==> src/hw/rtl/qrs_pkg.sv <==
package qrs_pkg;

  // Field widths and internal datapath widths.
  localparam int CoefW        = 16;
  localparam int RootFracBits = 16;
  localparam int DiscW        = 34;
  localparam int RootW        = DiscW / 2;
  localparam int SremW        = RootW + 2;
  localparam int NumW         = 19;
  localparam int DenW         = 18;
  localparam int QuoW         = NumW + RootFracBits;
  localparam int OutW         = 40;
  localparam int ExtW         = (QuoW + 2 > OutW + 1) ? QuoW + 2 : OutW + 1;

  typedef enum logic [1:0] {
    KIND_NONE     = 2'd0,
    KIND_DISTINCT = 2'd1,
    KIND_REPEAT   = 2'd2,
    KIND_COMPLEX  = 2'd3
  } root_kind_e;

  // Everything one coefficient set carries along the cell chain.
  typedef struct packed {
    logic signed [CoefW-1:0]     a;
    logic signed [CoefW-1:0]     b;
    logic signed [2*CoefW-1:0]   bb;
    logic signed [2*CoefW-1:0]   ac;
    root_kind_e                  kind;
    logic [DiscW-1:0]            v;
    logic [SremW-1:0]            srem;
    logic [RootW-1:0]            root;
    logic [1:0]                  qneg;
    logic [1:0][QuoW-1:0]        nmag;
    logic [1:0][DenW-1:0]        dmag;
    logic [1:0][DenW-1:0]        drem;
    logic [1:0][QuoW-1:0]        quo;
  } item_t;

endpackage

==> src/hw/rtl/qrs_sqrt_cell.sv <==
module qrs_sqrt_cell
  import qrs_pkg::*;
(
  input  logic  clk_i,
  input  logic  rst_ni,
  input  logic  valid_i,
  output logic  ready_o,
  input  item_t item_i,
  output logic  valid_o,
  input  logic  ready_i,
  output item_t item_o
);

  logic                 valid_q;
  item_t                item_q;
  item_t                item_d;
  logic [SremW+1:0]     pre;
  logic [SremW+1:0]     trial;

  // One result bit of the floored square root: bring down two radicand bits.
  always_comb begin
    item_d = item_i;
    pre    = {item_i.srem, item_i.v[DiscW-1 -: 2]};
    trial  = (SremW+2)'({item_i.root, 2'b01});
    if (pre >= trial) begin
      item_d.srem = SremW'(pre - trial);
      item_d.root = {item_i.root[RootW-2:0], 1'b1};
    end else begin
      item_d.srem = SremW'(pre);
      item_d.root = {item_i.root[RootW-2:0], 1'b0};
    end
    item_d.v = {item_i.v[DiscW-3:0], 2'b00};
  end

  // The cell takes a beat whenever it is empty or its neighbor takes its beat.
  assign ready_o = !valid_q || ready_i;

  always_ff @(posedge clk_i or negedge rst_ni) begin
    if (!rst_ni) begin
      valid_q <= 1'b0;
    end else if (ready_o) begin
      valid_q <= valid_i;
    end
  end

  always_ff @(posedge clk_i) begin
    if (ready_o && valid_i) begin
      item_q <= item_d;
    end
  end

  assign valid_o = valid_q;
  assign item_o  = item_q;

endmodule

==> config.mk <==
export PLATFORM = sky130hd
export DESIGN_NAME = qrs_sqrt_cell
export DESIGN_NICKNAME = d
export VERILOG_FILES = /design/src/hw/rtl/qrs_pkg.sv /design/src/hw/rtl/qrs_sqrt_cell.sv
export SDC_FILE = /design/constraint.sdc
export NUM_CORES = 1
export LEC_CHECK = 0
export BUFFER_PORTS_ARGS = -buffer_cell sky130_fd_sc_hd__buf_2
export CORE_AREA = 2 2 303 305
export DETAILED_ROUTE_END_ITERATION = 10
export DIE_AREA = 0 0 305 307
export REMOVE_ABC_BUFFERS = 1
export SYNTH_ARGS = -nofsm -noshare
export SYNTH_HDL_FRONTEND = slang
export SYNTH_SLANG_ARGS = --single-unit
==> constraint.sdc <==
create_clock -name clk_i -period 10.07 [get_ports clk_i]
set_input_delay 3.021 -clock clk_i [delete_from_list [all_inputs] [get_ports clk_i]]
set_output_delay 3.021 -clock clk_i [all_outputs]
set_load 0.005 [all_outputs]
### Word level (Yosys, flattened, before mapping)

Index checks and enable logic that the tools add are counted.

* word-level logic and storage cells: 24
* output and inout port bits: 384
* register bits after elaboration: 381

* muxes and demuxes: 1
* $add $sub $neg: 1
* order comparisons: 1
* reductions and logical operators: 3

Operator list (count)
* $mux W36: 1
* $ge A21 B19 Y1: 1
* $sub A19 B19 Y19: 1
* $logic_and A1 B1 Y1: 1
* $logic_not A1 Y1: 1
* $logic_or A1 B1 Y1: 1

### Depth between registers and ports, before layout

* word-level depth: 3
* depth in mapped cells: 10
* depth with buffers taken out: 8

### Worst setup path before layout

OpenSTA, ideal clock, no wires.

* path type: input to register
* start: input port ready_i
* end: register item_q (netlist bit item_o[0]), enable pin
* path buffers: 0
* setup time: 793 ps
* arrival: 11795 ps
* data required time: 9277 ps
* slack: -2518 ps
* cell stages on the path: 2
* cell sequence: nand2b_1 > and2_1

* word-level cells in the longest chain between the ends: 2

RTL lines
* start: declaration: RTL line qrs_sqrt_cell.sv:10 `input logic ready_i,`
* $logic_or A1 B1 Y1: RTL line qrs_sqrt_cell.sv:36 `assign ready_o = !valid_q || ready_i;`
* $logic_and A1 B1 Y1: RTL line qrs_sqrt_cell.sv:47 `if (ready_o && valid_i) begin`
* end signal: assignment: RTL line qrs_sqrt_cell.sv:48 `item_q <= item_d;`
* end: declaration: RTL line qrs_sqrt_cell.sv:15 `item_t item_q;`

No other way between the ends.
A chain may end at the register's enable or synchronous reset.

### Worst setup path in the final report

* start: input port ready_i
* end: output port ready_o

* word-level cells in the longest chain between the ends: 1

RTL lines
* $logic_or A1 B1 Y1: RTL line qrs_sqrt_cell.sv:36
* end: declaration: RTL line qrs_sqrt_cell.sv:7 `output logic ready_o,`

No other way between the ends.

==> metrics.log <==
INFO  metric synthArstFlopShare = 0.00262
INFO  metric cts_sinks = 381
INFO  metric via_count_of_the_first_global_routing_pass = 8478
INFO  metric synthFlopType = edfxtp_1
INFO  metric grt_antenna_before_repair = 23
INFO  metric area_of_placed_instances = 18100 um2
INFO  metric power.total = 0.00378 W
INFO  metric clk_transition_reported_paths = 60 ps
INFO  metric final-hold-violation-count = 0
INFO  metric met2_usage = 0.159
INFO  metric cts.htree.levels = 2
INFO  metric fill_cells = 9668
INFO  metric vias_per_std_cell = 3.25
INFO  metric chipHeight = 307 um
INFO  metric place.detailed.instances = 2513
INFO  metric synth_common_cells = 380 x edfxtp_1, 22 x inv_1, 19 x ha_1
INFO  metric final_min_period_over_clock_period = 0.641
INFO  metric synth_edf_count = 380
INFO  metric finClkSkew = 24.6 ps
INFO  metric critPathLaunch = ready_i
INFO  metric globalRouteTotalUtil = 0.0965
INFO  metric fp.dieArea = 93600 um2
INFO  metric fp-row-count = 111
INFO  metric irDropWorstVdd = 0.134 mV
INFO  metric start_util = 0.141
INFO  metric groute.layer.met3.usage = 0.0602
INFO  metric hold_class = reg2reg
INFO  metric synth_top_cell_area_share = 0.892
INFO  metric cts_root_buffer = clkbuf_16
INFO  metric slew_headroom = 0.345
INFO  metric maxClockFrequency = 0.155 GHz
INFO  metric clock_tree.buffer_depth = 3
INFO  metric post_synth_num_cell_types = 44
INFO  metric critical_path_arrival = 3430 ps
INFO  metric synthCells = 561
INFO  metric yosys_warnings = 0
INFO  metric synth.largest_area_cell = edfxtp_1
INFO  metric place.port_buffers = 767
INFO  metric dp.final_hpwl = 38800 um
INFO  metric synth.avg_cell_area = 22.8 um2
INFO  metric p_per_area = 194 nW/um2
INFO  metric leakage = 8.02 nW
INFO  metric endpoint_kind = output port
INFO  metric maxCapViolCount = 0
INFO  metric worst_hold_startpoint = valid_o$_DFFE_PN0N_
INFO  metric ctsResizeCount = 0
INFO  metric critPathLaunchType = input port
INFO  metric skew_pair_late_insertion_delay = 590 ps
INFO  metric number_of_setup_violations_in_the_final_report = 0
INFO  metric slew_at_the_pin_closest_to_its_max_slew_limit = 982 ps
INFO  metric run_status = complete, no violations
INFO  metric final_instance_area = 19500 um2
INFO  metric wl = 48900 um
INFO  metric drt-initial-drc-count = 574
INFO  metric syn_to_final_growth = 52.5%
INFO  metric drc_errors = 0
INFO  metric die_w = 305 um
INFO  metric synth_top_area_cells = edfxtp_1 89%, mux2_4 1.9%, ha_1 1.9%
INFO  metric grt.met1_usage = 0.0985
INFO  metric critPathRequiredTime = 7050 ps
INFO  metric yosysSeqAreaShare = 0.894
INFO  metric timing.final.max_slew_violations = 0
INFO  metric postSynthRegisterBits = 381
INFO  metric routed_antenna_nets = 0
INFO  metric timing.hold.ws = 551 ps
INFO  metric busiest_layer = met2
INFO  metric criticalPathCategory = in2out
INFO  metric wire_per_inst = 18.8 um
INFO  metric io-pin-count = 770
INFO  metric rr_startpoint = valid_o$_DFFE_PN0N_
INFO  metric finalCriticalPeriod = 6450 ps
INFO  metric post_cts_buffers = 0
INFO  metric fin_util = 0.215
INFO  metric drt-pass1-iter-count = 5
INFO  metric gp_routability_congestion = 0.802
INFO  metric synth.most_common_cell = edfxtp_1
INFO  metric timing.reg2reg.setup_slack = 7730 ps
INFO  metric global_route.overflow_total = 0
INFO  metric final_layout_size_suffix_gt1_frac = 0.612
INFO  metric netlist_area = 12800 um2
INFO  metric layout_cells_excl_fill = 2594
INFO  metric cts_made_buffers = 46
INFO  metric grt_setup_unrepaired = no
INFO  metric fin_nets = 1780
INFO  metric post_cts_hold_buffer_count = 0
INFO  metric largest_net_degree_at_the_start_of_global_routing = 157
INFO  metric core_area = 90700 um2
INFO  metric worst-path-max-fanout = 3
INFO  metric tritoncts_clock_tree = yes
INFO  metric dr_total_vias = 8439
INFO  metric grt_first_pass_wirelength = 63400 um
layout by cell type, fill, tap and decap left out, types with 3 or more instances in the layout:
cell type / count
buf_2: 767
clkbuf_16: 46
mux2_4: 16
a21oi_1: 14
nor3_1: 3
a211oi_1: 4
clkinv_4: 3
nand4_1: 4
a21o_1: 4
edfxtp_1: 380
clkinvlp_4: 4
o211ai_1: 5
buf_4: 3
clkinv_2: 8
ha_1: 19
inv_1: 22
nand2_1: 15
o21ai_0: 10
xnor2_1: 8
nor2_1: 7
xor2_1: 7
nand2b_1: 4
clkbuf_1: 7
clkinv_1: 7
state kept, by name, summed over array words and instances, names as in the netlist:
register and cells:
valid_o 1, item_o 380
cells by family (layout without fill, tap and decap cells):
group,count (synthesis),after routing,synth area share
flip-flops,381,381,0.894
multiplexers,18,18,0.0204
other,1,4,0.000293
AND/OR/NAND/NOR,44,44,0.0173
AO/OA/AOI/OAI,54,54,0.0283
XOR/XNOR,15,15,0.0103
buffers and inverters,29,873,0.0110
adder cells (fa/ha/maj),19,19,0.0186
per-stage QoR:
stage	setup TNS, ps	worst slack, ps
floorplan	-956900	-2520
global placement	0	3630
detailed placement	0	3620
CTS	0	3620
global route	0	3610
finish	0	3620
critical path, cell delays in order:
cell and delay (ps):
buf_2 100, nand2b_1 170, buf_2 140
where the power goes:
part / leakage, nW / switching, W / total (W) / internal, W
Sequential: 3.63 / 0.0000251 / 0.00189 / 0.00186
Combinational: 3.73 / 0.000184 / 0.000341 / 0.000156
Clock: 0.666 / 0.000682 / 0.00155 / 0.000867
final timing paths:
check | endpoint | cells past startpoint
min in group asynchronous | valid_o$_DFFE_PN0N_ | 1
worst max register to register | item_o[296]$_DFFE_PP_ | 3
worst min-delay path | valid_o$_DFFE_PN0N_ | 2
max in group asynchronous | valid_o$_DFFE_PN0N_ | 1
worst min register to register | valid_o$_DFFE_PN0N_ | 2
worst max-delay path | ready_o | 3
layout make-up:
cell class | instances | area, um2 | share of cell area
Sequential cell | 381 | 11400 | 0.586
Clock inverter | 26 | 198 | 0.0101
Clock buffer | 53 | 1180 | 0.0604
Antenna cell | 2 | 5.00 | 0.000257
Inverter | 22 | 82.6 | 0.00423
Multi-Input combinational cell | 152 | 1220 | 0.0627
Tap cell | 1186 | 1480 | 0.0761
Timing Repair Buffer | 772 | 3900 | 0.200
layer usage:
layer	routed length, um	up-vias	share of wire
li1	-	3841	-
met1	16900	4032	0.35
met2	23600	462	0.48
met3	6730	86	0.14
met4	1510	18	0.031
met5	130	-	0.0027
No activity file was read; power rests on OpenSTA's default activity.
