### config.mk
export PLATFORM = sky130hd
export DESIGN_NAME = qrs_div_cell
export DESIGN_NICKNAME = d
export VERILOG_FILES = /design/src/hw/rtl/qrs_pkg.sv /design/src/hw/rtl/qrs_div_cell.sv
export SDC_FILE = /design/constraint.sdc
export NUM_CORES = 1
export LEC_CHECK = 0
export BUFFER_PORTS_ARGS = -buffer_cell sky130_fd_sc_hd__clkbuf_2
export CORE_AREA = 2 2 296 298
export CTS_CLUSTER_DIAMETER = 200
export DETAILED_ROUTE_END_ITERATION = 10
export DIE_AREA = 0 0 298 300
export GPL_TIMING_DRIVEN = 0
export RECOVER_POWER = 50
export SYNTH_ARGS = -nofsm -noshare
export SYNTH_HDL_FRONTEND = slang
export SYNTH_SLANG_ARGS = --single-unit
### constraint.sdc
create_clock -name clk_i -period 14.8 [get_ports clk_i]
set_clock_uncertainty 0.2 [all_clocks]
set_input_delay 2.96 -clock clk_i [delete_from_list [all_inputs] [get_ports clk_i]]
set_output_delay 2.96 -clock clk_i [all_outputs]
set_load 0.005 [all_outputs]
### src/hw/rtl/qrs_pkg.sv
package qrs_pkg;

  // Field widths and internal datapath widths.
  localparam int CoefW        = 16;
  localparam int RootFracBits = 16;
  localparam int DiscW        = 34;
  localparam int RootW        = DiscW / 2;
  localparam int SremW        = RootW + 2;
  localparam int NumW         = 19;
  localparam int DenW         = 18;
  localparam int QuoW         = NumW + RootFracBits;
  localparam int OutW         = 40;
  localparam int ExtW         = (QuoW + 2 > OutW + 1) ? QuoW + 2 : OutW + 1;

  typedef enum logic [1:0] {
    KIND_NONE     = 2'd0,
    KIND_DISTINCT = 2'd1,
    KIND_REPEAT   = 2'd2,
    KIND_COMPLEX  = 2'd3
  } root_kind_e;

  // Everything one coefficient set carries along the cell chain.
  typedef struct packed {
    logic signed [CoefW-1:0]     a;
    logic signed [CoefW-1:0]     b;
    logic signed [2*CoefW-1:0]   bb;
    logic signed [2*CoefW-1:0]   ac;
    root_kind_e                  kind;
    logic [DiscW-1:0]            v;
    logic [SremW-1:0]            srem;
    logic [RootW-1:0]            root;
    logic [1:0]                  qneg;
    logic [1:0][QuoW-1:0]        nmag;
    logic [1:0][DenW-1:0]        dmag;
    logic [1:0][DenW-1:0]        drem;
    logic [1:0][QuoW-1:0]        quo;
  } item_t;

endpackage

### src/hw/rtl/qrs_div_cell.sv
module qrs_div_cell
  import qrs_pkg::*;
(
  input  logic  clk_i,
  input  logic  rst_ni,
  input  logic  valid_i,
  output logic  ready_o,
  input  item_t item_i,
  output logic  valid_o,
  input  logic  ready_i,
  output item_t item_o
);

  logic            valid_q;
  item_t           item_q;
  item_t           item_d;
  logic [DenW:0]   pre [2];

  // One quotient bit for each of the two restoring dividers.
  always_comb begin
    item_d = item_i;
    for (int j = 0; j < 2; j++) begin
      pre[j] = {item_i.drem[j], item_i.nmag[j][QuoW-1]};
      if (pre[j] >= (DenW+1)'(item_i.dmag[j])) begin
        item_d.drem[j] = DenW'(pre[j] - (DenW+1)'(item_i.dmag[j]));
        item_d.quo[j]  = {item_i.quo[j][QuoW-2:0], 1'b1};
      end else begin
        item_d.drem[j] = DenW'(pre[j]);
        item_d.quo[j]  = {item_i.quo[j][QuoW-2:0], 1'b0};
      end
      item_d.nmag[j] = {item_i.nmag[j][QuoW-2:0], 1'b0};
    end
  end

  assign ready_o = !valid_q || ready_i;

  always_ff @(posedge clk_i or negedge rst_ni) begin
    if (!rst_ni) begin
      valid_q <= 1'b0;
    end else if (ready_o) begin
      valid_q <= valid_i;
    end
  end

  always_ff @(posedge clk_i) begin
    if (ready_o && valid_i) begin
      item_q <= item_d;
    end
  end

  assign valid_o = valid_q;
  assign item_o  = item_q;

endmodule

# Yosys cells after proc, flatten, opt, wreduce, memory -nomap -nowiden

Cells that the tools add are included.

Muxes and demuxes: 4
Reduce and logical (&&, ||, !) cells: 3
Add/subtract/negate cells: 2
$lt $le $gt $ge: 2

Operators with widths:

| operator                                                       | count |
|---|---|
| 19-bit by 18-bit greater-or-equal comparator with 1-bit output | 2 |
| 18-bit 2-to-1 mux                                              | 2 |
| 18-bit subtractor                                              | 2 |
| 1-bit 2-to-1 mux                                               | 2 |
| 1-bit logical AND                                              | 1 |
| 1-bit logical NOT                                              | 1 |
| 1-bit logical OR                                               | 1 |

Word-level logic and storage cells: 29
Output and inout port bits: 384
Flip-flop bits (word level): 381

# Longest topological paths before layout

Gate-level depths: netlist (run 1).

Depth in word-level cells: 3
Gate-level depth with buffers: 11
Depth with buffers taken out: 11

# Least setup slack after synthesis (run 1)

Ideal clock, no wire load.

Kind: input -> register
From: input ready_i
To: register item_q (netlist bit item_o[0]), enable pin
Buffers on the path: 0
Stages: 2
Required time: 13.807 ns
Setup time: 0.793 ns
Arrival: 11.734 ns
Slack: 2.073 ns
Cell sequence: nand2b_1 and2_1

Cells in the longest elaborated chain, start to end: 2

Ends and longest elaborated chain:

| what                 | RTL line           | RTL |
|---|---|---|
| from (decl)          | qrs_div_cell.sv:10 | `input logic ready_i,` |
| 1-bit logical OR     | qrs_div_cell.sv:35 | `assign ready_o = !valid_q \|\| ready_i;` |
| 1-bit logical AND    | qrs_div_cell.sv:46 | `if (ready_o && valid_i) begin` |
| to (signal assigned) | qrs_div_cell.sv:47 | `item_q <= item_d;` |
| to (decl)            | qrs_div_cell.sv:15 | `item_t item_q;` |

No other way between the ends.
A chain may end at the register's enable or synchronous reset.

# Worst setup path in the final report (run 1)

From: input ready_i
To: register item_q (netlist bit item_o[295]), enable pin

The elaborated chain is that of the path after synthesis.

==> impl_metrics.prom, run 1 <==
# TYPE chip_impl_metric gauge
chip_impl_info{name="grt_busiest_layer",value="met2"} 1
chip_impl_metric{name="swShare",unit="%"} 24.1
chip_impl_metric{name="syn2layout_area_growth",unit="%"} 48.9
chip_impl_info{name="worst_r2r_startpoint",value="valid_o"} 1
chip_impl_metric{name="p_comb_share",unit="%"} 10.6
chip_impl_metric{name="yosysSeqAreaShare",unit="%"} 82.6
chip_impl_info{name="failed_checks",value="capacitance limit, slew limit"} 1
chip_impl_metric{name="cts_inserted_buffers",unit=""} 46
chip_impl_metric{name="hold_violations",unit=""} 0
chip_impl_metric{name="grt_antenna_before_repair",unit=""} 20
chip_impl_metric{name="max_cap_viol_count",unit=""} 5
chip_impl_metric{name="postSynthCellCount",unit=""} 695
chip_impl_metric{name="seq_power_share",unit="%"} 47.1
chip_impl_metric{name="synth.distinct_cells",unit=""} 53
chip_impl_metric{name="data_required_time_of_the_critical_path",unit="ns"} 14.71
chip_impl_info{name="end_kind",value="flip-flop"} 1
chip_impl_metric{name="finalPower",unit="mW"} 2.75
chip_impl_metric{name="synth_compound_area_share",unit="%"} 4.29
chip_impl_metric{name="clock_sink_count",unit=""} 381
chip_impl_metric{name="muxShareOfSynthArea",unit="%"} 3.41
chip_impl_metric{name="grt_start_max_net_pins",unit=""} 74
chip_impl_metric{name="dpl_cell_area",unit="um2"} 19300
chip_impl_metric{name="critPathMaxStageDelay",unit="ns"} 2.58
chip_impl_metric{name="num-nets-final",unit=""} 1940
chip_impl_metric{name="cp_data_arrival_time",unit="ns"} 8.82
chip_impl_metric{name="grt_usage",unit="%"} 11.8
chip_impl_metric{name="setup_slack",unit="ns"} 5.88
chip_impl_info{name="outcome",value="complete, but fails checks"} 1
chip_impl_metric{name="yosys.area_share.simple",unit="%"} 2.56
chip_impl_metric{name="final_cell_area",unit="um2"} 20600
chip_impl_metric{name="placement_rows",unit=""} 108
chip_impl_info{name="worstSetupPathType",value="in2reg"} 1
chip_impl_metric{name="drive_gt1_share",unit="%"} 49.7
chip_impl_metric{name="vias",unit=""} 9571
chip_impl_info{name="worst_setup_path_start_kind",value="input port"} 1
chip_impl_info{name="crit_start",value="ready_i"} 1
chip_impl_metric{name="max_slew_violation_total_from_the_final_report",unit=""} 214
chip_impl_metric{name="grt.overflow.total",unit=""} 0
chip_impl_metric{name="power_leakage",unit="nW"} 8.48
chip_impl_metric{name="grt_use_met3",unit="%"} 7.61
chip_impl_metric{name="slew_headroom",unit="%"} -135
chip_impl_metric{name="use_met2",unit="%"} 18.4
chip_impl_metric{name="period_share",unit="%"} 60.2
chip_impl_metric{name="htree_num_levels",unit=""} 2
chip_impl_metric{name="detailedPlace.worstSlack",unit="ns"} 8.14
chip_impl_metric{name="cts_repair_resize_count",unit=""} 0
chip_impl_metric{name="synth.ff_latch_count",unit=""} 381
chip_impl_info{name="crit_end",value="item_o[295]"} 1
chip_impl_metric{name="chipHeight",unit="um"} 300
chip_impl_metric{name="clock_insertion_delay_worst_skew",unit="ns"} 0.57
chip_impl_info{name="postSynth.topFlopCell",value="sky130_fd_sc_hd__edfxtp_1"} 1
chip_impl_metric{name="power.density_cell_area",unit="nW/um2"} 133
chip_impl_metric{name="io_buffers",unit=""} 765
chip_impl_metric{name="setup_viols_final",unit=""} 0
chip_impl_metric{name="critPathMaxFanout",unit=""} 70
chip_impl_metric{name="netlist_area_before_placement",unit="um2"} 13800
chip_impl_info{name="min_from",value="valid_o"} 1
chip_impl_metric{name="die_width",unit="um"} 298
chip_impl_metric{name="xor_and_xnor_fraction_of_the_mapped_netlist_area",unit="%"} 1.90
chip_impl_metric{name="reg2reg_depth",unit=""} 4
chip_impl_metric{name="pwr-share-clk",unit="%"} 42.3
chip_impl_metric{name="ant_nets",unit=""} 0
chip_impl_info{name="critical_path.cell_chain",value="clkbuf_2 > nand2b_1 > and2_0 > clkbuf_1 > clkbuf_1"} 1
chip_impl_metric{name="grt_pass1_vias",unit=""} 9526
chip_impl_info{name="cp_slowest_cell",value="sky130_fd_sc_hd__clkbuf_1"} 1
chip_impl_metric{name="synth_enable_flop_cells",unit=""} 380
chip_impl_metric{name="start_util",unit="%"} 16.1
chip_impl_metric{name="finalNonFillerCells",unit=""} 2707
chip_impl_metric{name="post-route-drc-count",unit=""} 0
chip_impl_metric{name="dp_hpwl",unit="mm"} 45.4
chip_impl_metric{name="placedCellCount",unit=""} 2623
chip_impl_metric{name="ys.warnings.count",unit=""} 0
chip_impl_metric{name="grt_pass1_wl",unit="mm"} 73.7
chip_impl_metric{name="detail_route.wl_per_cell",unit="um"} 20.4
chip_impl_metric{name="cts.reportedPaths.clkPinSlew",unit="ns"} 0.06
chip_impl_metric{name="routed_wirelength",unit="mm"} 55.3
chip_impl_metric{name="timing.final.crit_period",unit="ns"} 8.92
chip_impl_metric{name="worstMarginPinSlew",unit="ns"} 3.52
chip_impl_metric{name="top_level_ports",unit=""} 770
chip_impl_info{name="hold_class",value="reg2reg"} 1
chip_impl_metric{name="postCtsSetupBuffers",unit=""} 0
chip_impl_metric{name="synth-async-reset-ratio",unit="%"} 0.262
chip_impl_metric{name="drtPass1Iterations",unit=""} 4
chip_impl_metric{name="die-area",unit="um2"} 89400
chip_impl_info{name="reg2reg_to",value="item_o[295]"} 1
chip_impl_metric{name="gp_congestion",unit=""} 0.830
chip_impl_metric{name="internal_power",unit="mW"} 2.09
chip_impl_metric{name="clock_path_buffers",unit=""} 3
chip_impl_metric{name="synth_fa_ha_area_share",unit="%"} 3.54
chip_impl_info{name="crit_top_cell",value="sky130_fd_sc_hd__clkbuf_1"} 1
chip_impl_metric{name="max_freq",unit="MHz"} 112
chip_impl_metric{name="grt.met1_usage",unit="%"} 13.1
chip_impl_metric{name="post_drt_via_cell_ratio",unit=""} 3.54
chip_impl_info{name="rsz0062_at_grt",value="no"} 1
chip_impl_info{name="cts_root_buf",value="sky130_fd_sc_hd__clkbuf_16"} 1
chip_impl_metric{name="post-route-util",unit="%"} 23.9
chip_impl_metric{name="drt_iter0_markers",unit=""} 596
chip_impl_info{name="main_combinational_cell_family_by_area_after_synthesis",value="compound AO/OA/AOI/OAI gates"} 1
chip_impl_metric{name="coreArea",unit="um2"} 86200
chip_impl_metric{name="vdd.ir_drop.worst",unit="V"} 0.000104
chip_impl_metric{name="synth_area_per_cell",unit="um2"} 19.9
chip_impl_metric{name="total_switching_power",unit="mW"} 0.662
chip_impl_metric{name="holdBufCountCts",unit=""} 0
chip_impl_info{name="cts_tree",value="yes"} 1
chip_impl_metric{name="flop2flop_setup_slack",unit="ns"} 7.96
==> layer usage <==
metal,up-vias,share of wire [%]
met5,-,0.24
met4,22,2.2
met3,80,16
met2,531,45
met1,4574,37
li1,4364,-
==> sequential cells by signal, summed over array words and instances (netlist names) <==
register and cells:
valid_o 1, item_o 380
==> power by group through the flow <==
stage | Sequential, mW | Combinational, mW | Clock, mW
finish | 1.30 | 0.292 | 1.16
global route | 1.30 | 0.323 | 1.25
CTS | 1.29 | 0.308 | 1.21
detailed placement | 1.31 | 0.306 | 0
global placement | 1.35 | 0.296 | 0
floorplan | 1.34 | 0.118 | 0
==> worst min-delay path by stage <==
stage / to / cells past startpoint
6_report: valid_o / 2
5_1_grt: valid_o / 2
4_1_cts: valid_o / 2
3_5_place_dp: valid_o / 2
3_3_place_gp: valid_o / 2
2_1_floorplan: valid_o / 2
==> cell usage after synthesis, drive strengths merged, types with 2 or more instances <==
master  count  area [um2]
edfxtp    380       11400
inv        43         161
ha         36         450
mux2       33         432
a21oi      26         138
nand2      20        75.1
o21ai      20         104
xnor2      20         175
nor2       17        63.8
xor2       10        87.6
a21o        7        52.6
buf         7        66.3
nand3       7        35.0
a211oi      5        37.5
nand2b      5        31.3
o21a        5        37.5
o21bai      5        37.5
and2        4        25.0
and4        4        35.0
mux2i       4        40.0
a221oi      3        43.8
nor2b       3        18.8
nor3        3        15.0
o31a        3        26.3
a221o       2        20.0
a311oi      2        17.5
and3        2        12.5
fa          2        40.0
==> cell families (layout without fill, tap and decap cells) <==
| logic type | count (synthesis) | count (layout) |
|---|---|---|
| AOI/OAI and AO/OA | 87 | 87 |
| and+or+nand+nor | 71 | 71 |
| buffers and inverters | 50 | 903 |
| adders and majority gates | 38 | 38 |
| other | 1 | 5 |
| muxes | 37 | 37 |
| DFF | 381 | 381 |
| xor gates and xnor gates | 30 | 30 |
==> critical path: cells and delay by family <==
family | cells | cell delay [ns]
buffers and inverters | 3 | 4.37
and+or+nand+nor | 2 | 1.39
==> layout by cell type (no fill, tap or decap), drive strengths merged, types with 7 or more instances in the layout <==
| cell | Yosys | final |
|---|---|---|
| a21o | 7 | 7 |
| a21oi | 26 | 26 |
| buf | 7 | 12 |
| clkbuf | 0 | 823 |
| clkinv | 0 | 8 |
| edfxtp | 380 | 380 |
| ha | 36 | 36 |
| inv | 43 | 52 |
| mux2 | 33 | 33 |
| nand2 | 20 | 20 |
| nand3 | 7 | 7 |
| nor2 | 17 | 17 |
| o21ai | 20 | 20 |
| xnor2 | 20 | 20 |
| xor2 | 10 | 10 |
==> per-stage QoR <==
stage / setup TNS, ns / hold WS (ns)
after floorplan: 0 / 0.337
after global placement: -936.16 / 0.343
after detailed placement: 0 / 0.376
after CTS: 0 / 0.391
after global routing: 0 / 0.409
final: 0 / 0.381
==> cell type report <==
cell class	count	area [um2]
Multi-Input combinational cell	265	2180
Antenna cell	3	7.51
Inverter	43	161
Clock buffer	56	1210
Tap cell	1155	1450
Clock inverter	25	315
Sequential cell	381	11400
Fill cell	9158	65600
Buffer	7	66.3
Timing Repair Buffer	772	3790
No activity file was read; power rests on OpenSTA's default activity.
==> run 2: changes to the inputs <==
==> constraint.sdc (replaced) <==
create_clock -name clk_i -period 7.9 [get_ports clk_i]
set_clock_uncertainty 0.2 [all_clocks]
set_input_delay 1.58 -clock clk_i [delete_from_list [all_inputs] [get_ports clk_i]]
set_output_delay 1.58 -clock clk_i [all_outputs]
set_load 0.005 [all_outputs]
==> impl_metrics.prom, run 2 (synthesized netlist as in run 1, its figures left out) <==
# TYPE chip_impl_metric gauge
chip_impl_metric{name="worstMarginPinSlew",unit="ns"} 0.886
chip_impl_metric{name="grt_usage",unit="%"} 11.6
chip_impl_metric{name="setup_viols_final",unit=""} 0
chip_impl_metric{name="min_delay_path_depth",unit=""} 2
chip_impl_info{name="worstSetupPathType",value="in2reg"} 1
chip_impl_metric{name="placement_rows",unit=""} 108
chip_impl_metric{name="cp_data_arrival_time",unit="ns"} 4.69
chip_impl_metric{name="gp_congestion",unit=""} 0.820
chip_impl_info{name="min_from",value="valid_o"} 1
chip_impl_metric{name="num-nets-final",unit=""} 1939
chip_impl_metric{name="cts.reportedPaths.clkPinSlew",unit="ns"} 0.06
chip_impl_info{name="end_kind",value="flip-flop"} 1
chip_impl_metric{name="vias",unit=""} 9409
chip_impl_metric{name="routed_wirelength",unit="mm"} 54.6
chip_impl_metric{name="data_required_time_of_the_critical_path",unit="ns"} 8.05
chip_impl_info{name="outcome",value="finished clean"} 1
chip_impl_metric{name="detail_route.wl_per_cell",unit="um"} 20.2
chip_impl_metric{name="power_leakage",unit="nW"} 8.33
chip_impl_metric{name="hold_violations",unit=""} 0
chip_impl_metric{name="syn2layout_area_growth",unit="%"} 48.9
chip_impl_metric{name="critPathMaxStageDelay",unit="ns"} 0.46
chip_impl_metric{name="clock_sink_count",unit=""} 381
chip_impl_metric{name="dpl_cell_area",unit="um2"} 19300
chip_impl_metric{name="cts_repair_resize_count",unit=""} 0
chip_impl_info{name="worst_setup_path_start_kind",value="input port"} 1
chip_impl_metric{name="postCtsSetupBuffers",unit=""} 0
chip_impl_metric{name="drtPass1Iterations",unit=""} 4
chip_impl_metric{name="grt_pass1_wl",unit="mm"} 71.8
chip_impl_metric{name="power.density_cell_area",unit="nW/um2"} 251
chip_impl_metric{name="coreArea",unit="um2"} 86200
chip_impl_metric{name="holdBufCountCts",unit=""} 0
chip_impl_metric{name="die-area",unit="um2"} 89400
chip_impl_metric{name="max_cap_viol_count",unit=""} 0
chip_impl_metric{name="slew_headroom",unit="%"} 40.9
chip_impl_info{name="rsz0062_at_grt",value="no"} 1
chip_impl_info{name="crit_start",value="item_i[106]"} 1
chip_impl_metric{name="vdd.ir_drop.worst",unit="V"} 0.000149
chip_impl_metric{name="post_drt_via_cell_ratio",unit=""} 3.48
chip_impl_metric{name="fillerInstances",unit=""} 9254
chip_impl_info{name="cts_root_buf",value="sky130_fd_sc_hd__clkbuf_16"} 1
chip_impl_info{name="cp_slowest_cell",value="sky130_fd_sc_hd__a31oi_1"} 1
chip_impl_metric{name="grt_pass1_vias",unit=""} 9323
chip_impl_metric{name="ant_nets",unit=""} 0
chip_impl_metric{name="timing.final.crit_period",unit="ns"} 4.55
chip_impl_info{name="crit_top_cell",value="sky130_fd_sc_hd__o21ai_0"} 1
chip_impl_metric{name="max_slew_violation_total_from_the_final_report",unit=""} 0
chip_impl_metric{name="drt_iter0_markers",unit=""} 597
chip_impl_metric{name="dp_hpwl",unit="mm"} 44.5
chip_impl_metric{name="antenna_cells",unit=""} 0
chip_impl_metric{name="post-route-drc-count",unit=""} 0
chip_impl_info{name="cts_tree",value="yes"} 1
chip_impl_metric{name="io_buffers",unit=""} 765
chip_impl_metric{name="placedCellCount",unit=""} 2621
chip_impl_metric{name="max_freq",unit="MHz"} 220
chip_impl_metric{name="die_width",unit="um"} 298
chip_impl_metric{name="grt_start_max_net_pins",unit=""} 74
chip_impl_metric{name="grt.overflow.total",unit=""} 0
chip_impl_metric{name="clock_path_buffers",unit=""} 3
chip_impl_info{name="worst_r2r_startpoint",value="valid_o"} 1
chip_impl_metric{name="largest_reg_flops",unit=""} 380
chip_impl_info{name="critical_path.cell_chain",value="clkbuf_1 > ha_1 > inv_1 > fa_1 > a211oi_1 > o21ai_0 > a31oi_1 > o21ai_0 > a221oi_1 > xnor2_1 > mux2_4"} 1
chip_impl_metric{name="top_level_ports",unit=""} 770
chip_impl_metric{name="cts_inserted_buffers",unit=""} 47
chip_impl_metric{name="clock_insertion_delay_worst_skew",unit="ns"} 0.61
chip_impl_metric{name="drive_gt1_share",unit="%"} 45.8
chip_impl_metric{name="chipHeight",unit="um"} 300
chip_impl_metric{name="finalNonFillerCells",unit=""} 2704
chip_impl_metric{name="grt_antenna_before_repair",unit=""} 14
chip_impl_metric{name="reg2reg_depth",unit=""} 5
chip_impl_metric{name="start_util",unit="%"} 16.1
chip_impl_metric{name="htree_num_levels",unit=""} 2
chip_impl_metric{name="critPathMaxFanout",unit=""} 4
chip_impl_info{name="hold_class",value="reg2reg"} 1
chip_impl_metric{name="final_cell_area",unit="um2"} 20600
chip_impl_info{name="most_frequent_cells_in_the_layout",value="sky130_fd_sc_hd__clkbuf_2 (589), sky130_fd_sc_hd__edfxtp_1 (380), sky130_fd_sc_hd__clkbuf_1 (181)"} 1
chip_impl_metric{name="period_share",unit="%"} 57.5
chip_impl_info{name="most_common_library_cell_in_the_layout_ignoring_fill_and_taps",value="sky130_fd_sc_hd__clkbuf_2"} 1
## run 2: changes by cell type in the layout (fill, tap and decap cells not counted), sizes merged
cell / delta
buf: +1
clkinvlp: -1
clkbuf: -5
inv: -4
clkinv: +9
diode: -3
## run 2: path summary, 6_finish.rpt
check,endpoint,slack (ns)
min reg2reg,valid_o,0.38
max in group asynchronous,valid_o,6.88
min,valid_o,0.38
max reg2reg,item_o[74],4.90
max,item_o[86],3.35
min in group asynchronous,valid_o,0.53
## run 2: metrics by stage
stage	worst slack (ns)	power, mW	setup TNS, ns	hold slack [ns]	utilization [%]
after detailed placement	2.70	3.03	0	0.369	22.3
after CTS	3.36	5.30	0	0.386	24.2
after global routing	3.23	5.40	0	0.421	23.9
after floorplan	0.864	2.71	0	0.337	-
after global placement	-1.48	3.04	-528.84	0.325	22.2
final	3.35	5.18	0	0.381	23.9
## run 2: worst max-delay path, delay by kind of cell
family | cells | cell delay, ns
adder cells (fa/ha/maj) | 2 | 0.72
buffers and inverters | 2 | 0.20
XOR/XNOR | 1 | 0.11
AO/OA/AOI/OAI | 5 | 1.80
multiplexers | 1 | 0.27
## run 2: area by class of cell
type                            count  area, um2  area share, %
Sequential cell                   381      11400           55.5
Timing Repair Buffer              770       3750           18.2
Multi-Input combinational cell    265       2180           10.6
Tap cell                         1155       1450           7.01
Clock buffer                       54       1220           5.94
Clock inverter                     29        352           1.71
Inverter                           43        161          0.783
Buffer                              7       66.3          0.322
## run 2: routing by layer
layer,GRT usage [%],vias to the layer above,share of wire [%]
met4,3.76,14,2.4
met3,7.28,84,14
met2,18.8,496,47
li1,-,4347,-
met5,0,-,0.17
met1,12.4,4468,36
## run 2: report_power, final
group,switching (mW),internal [mW]
clock network,0.928,1.29
registers,0.0390,2.38
logic,0.294,0.248
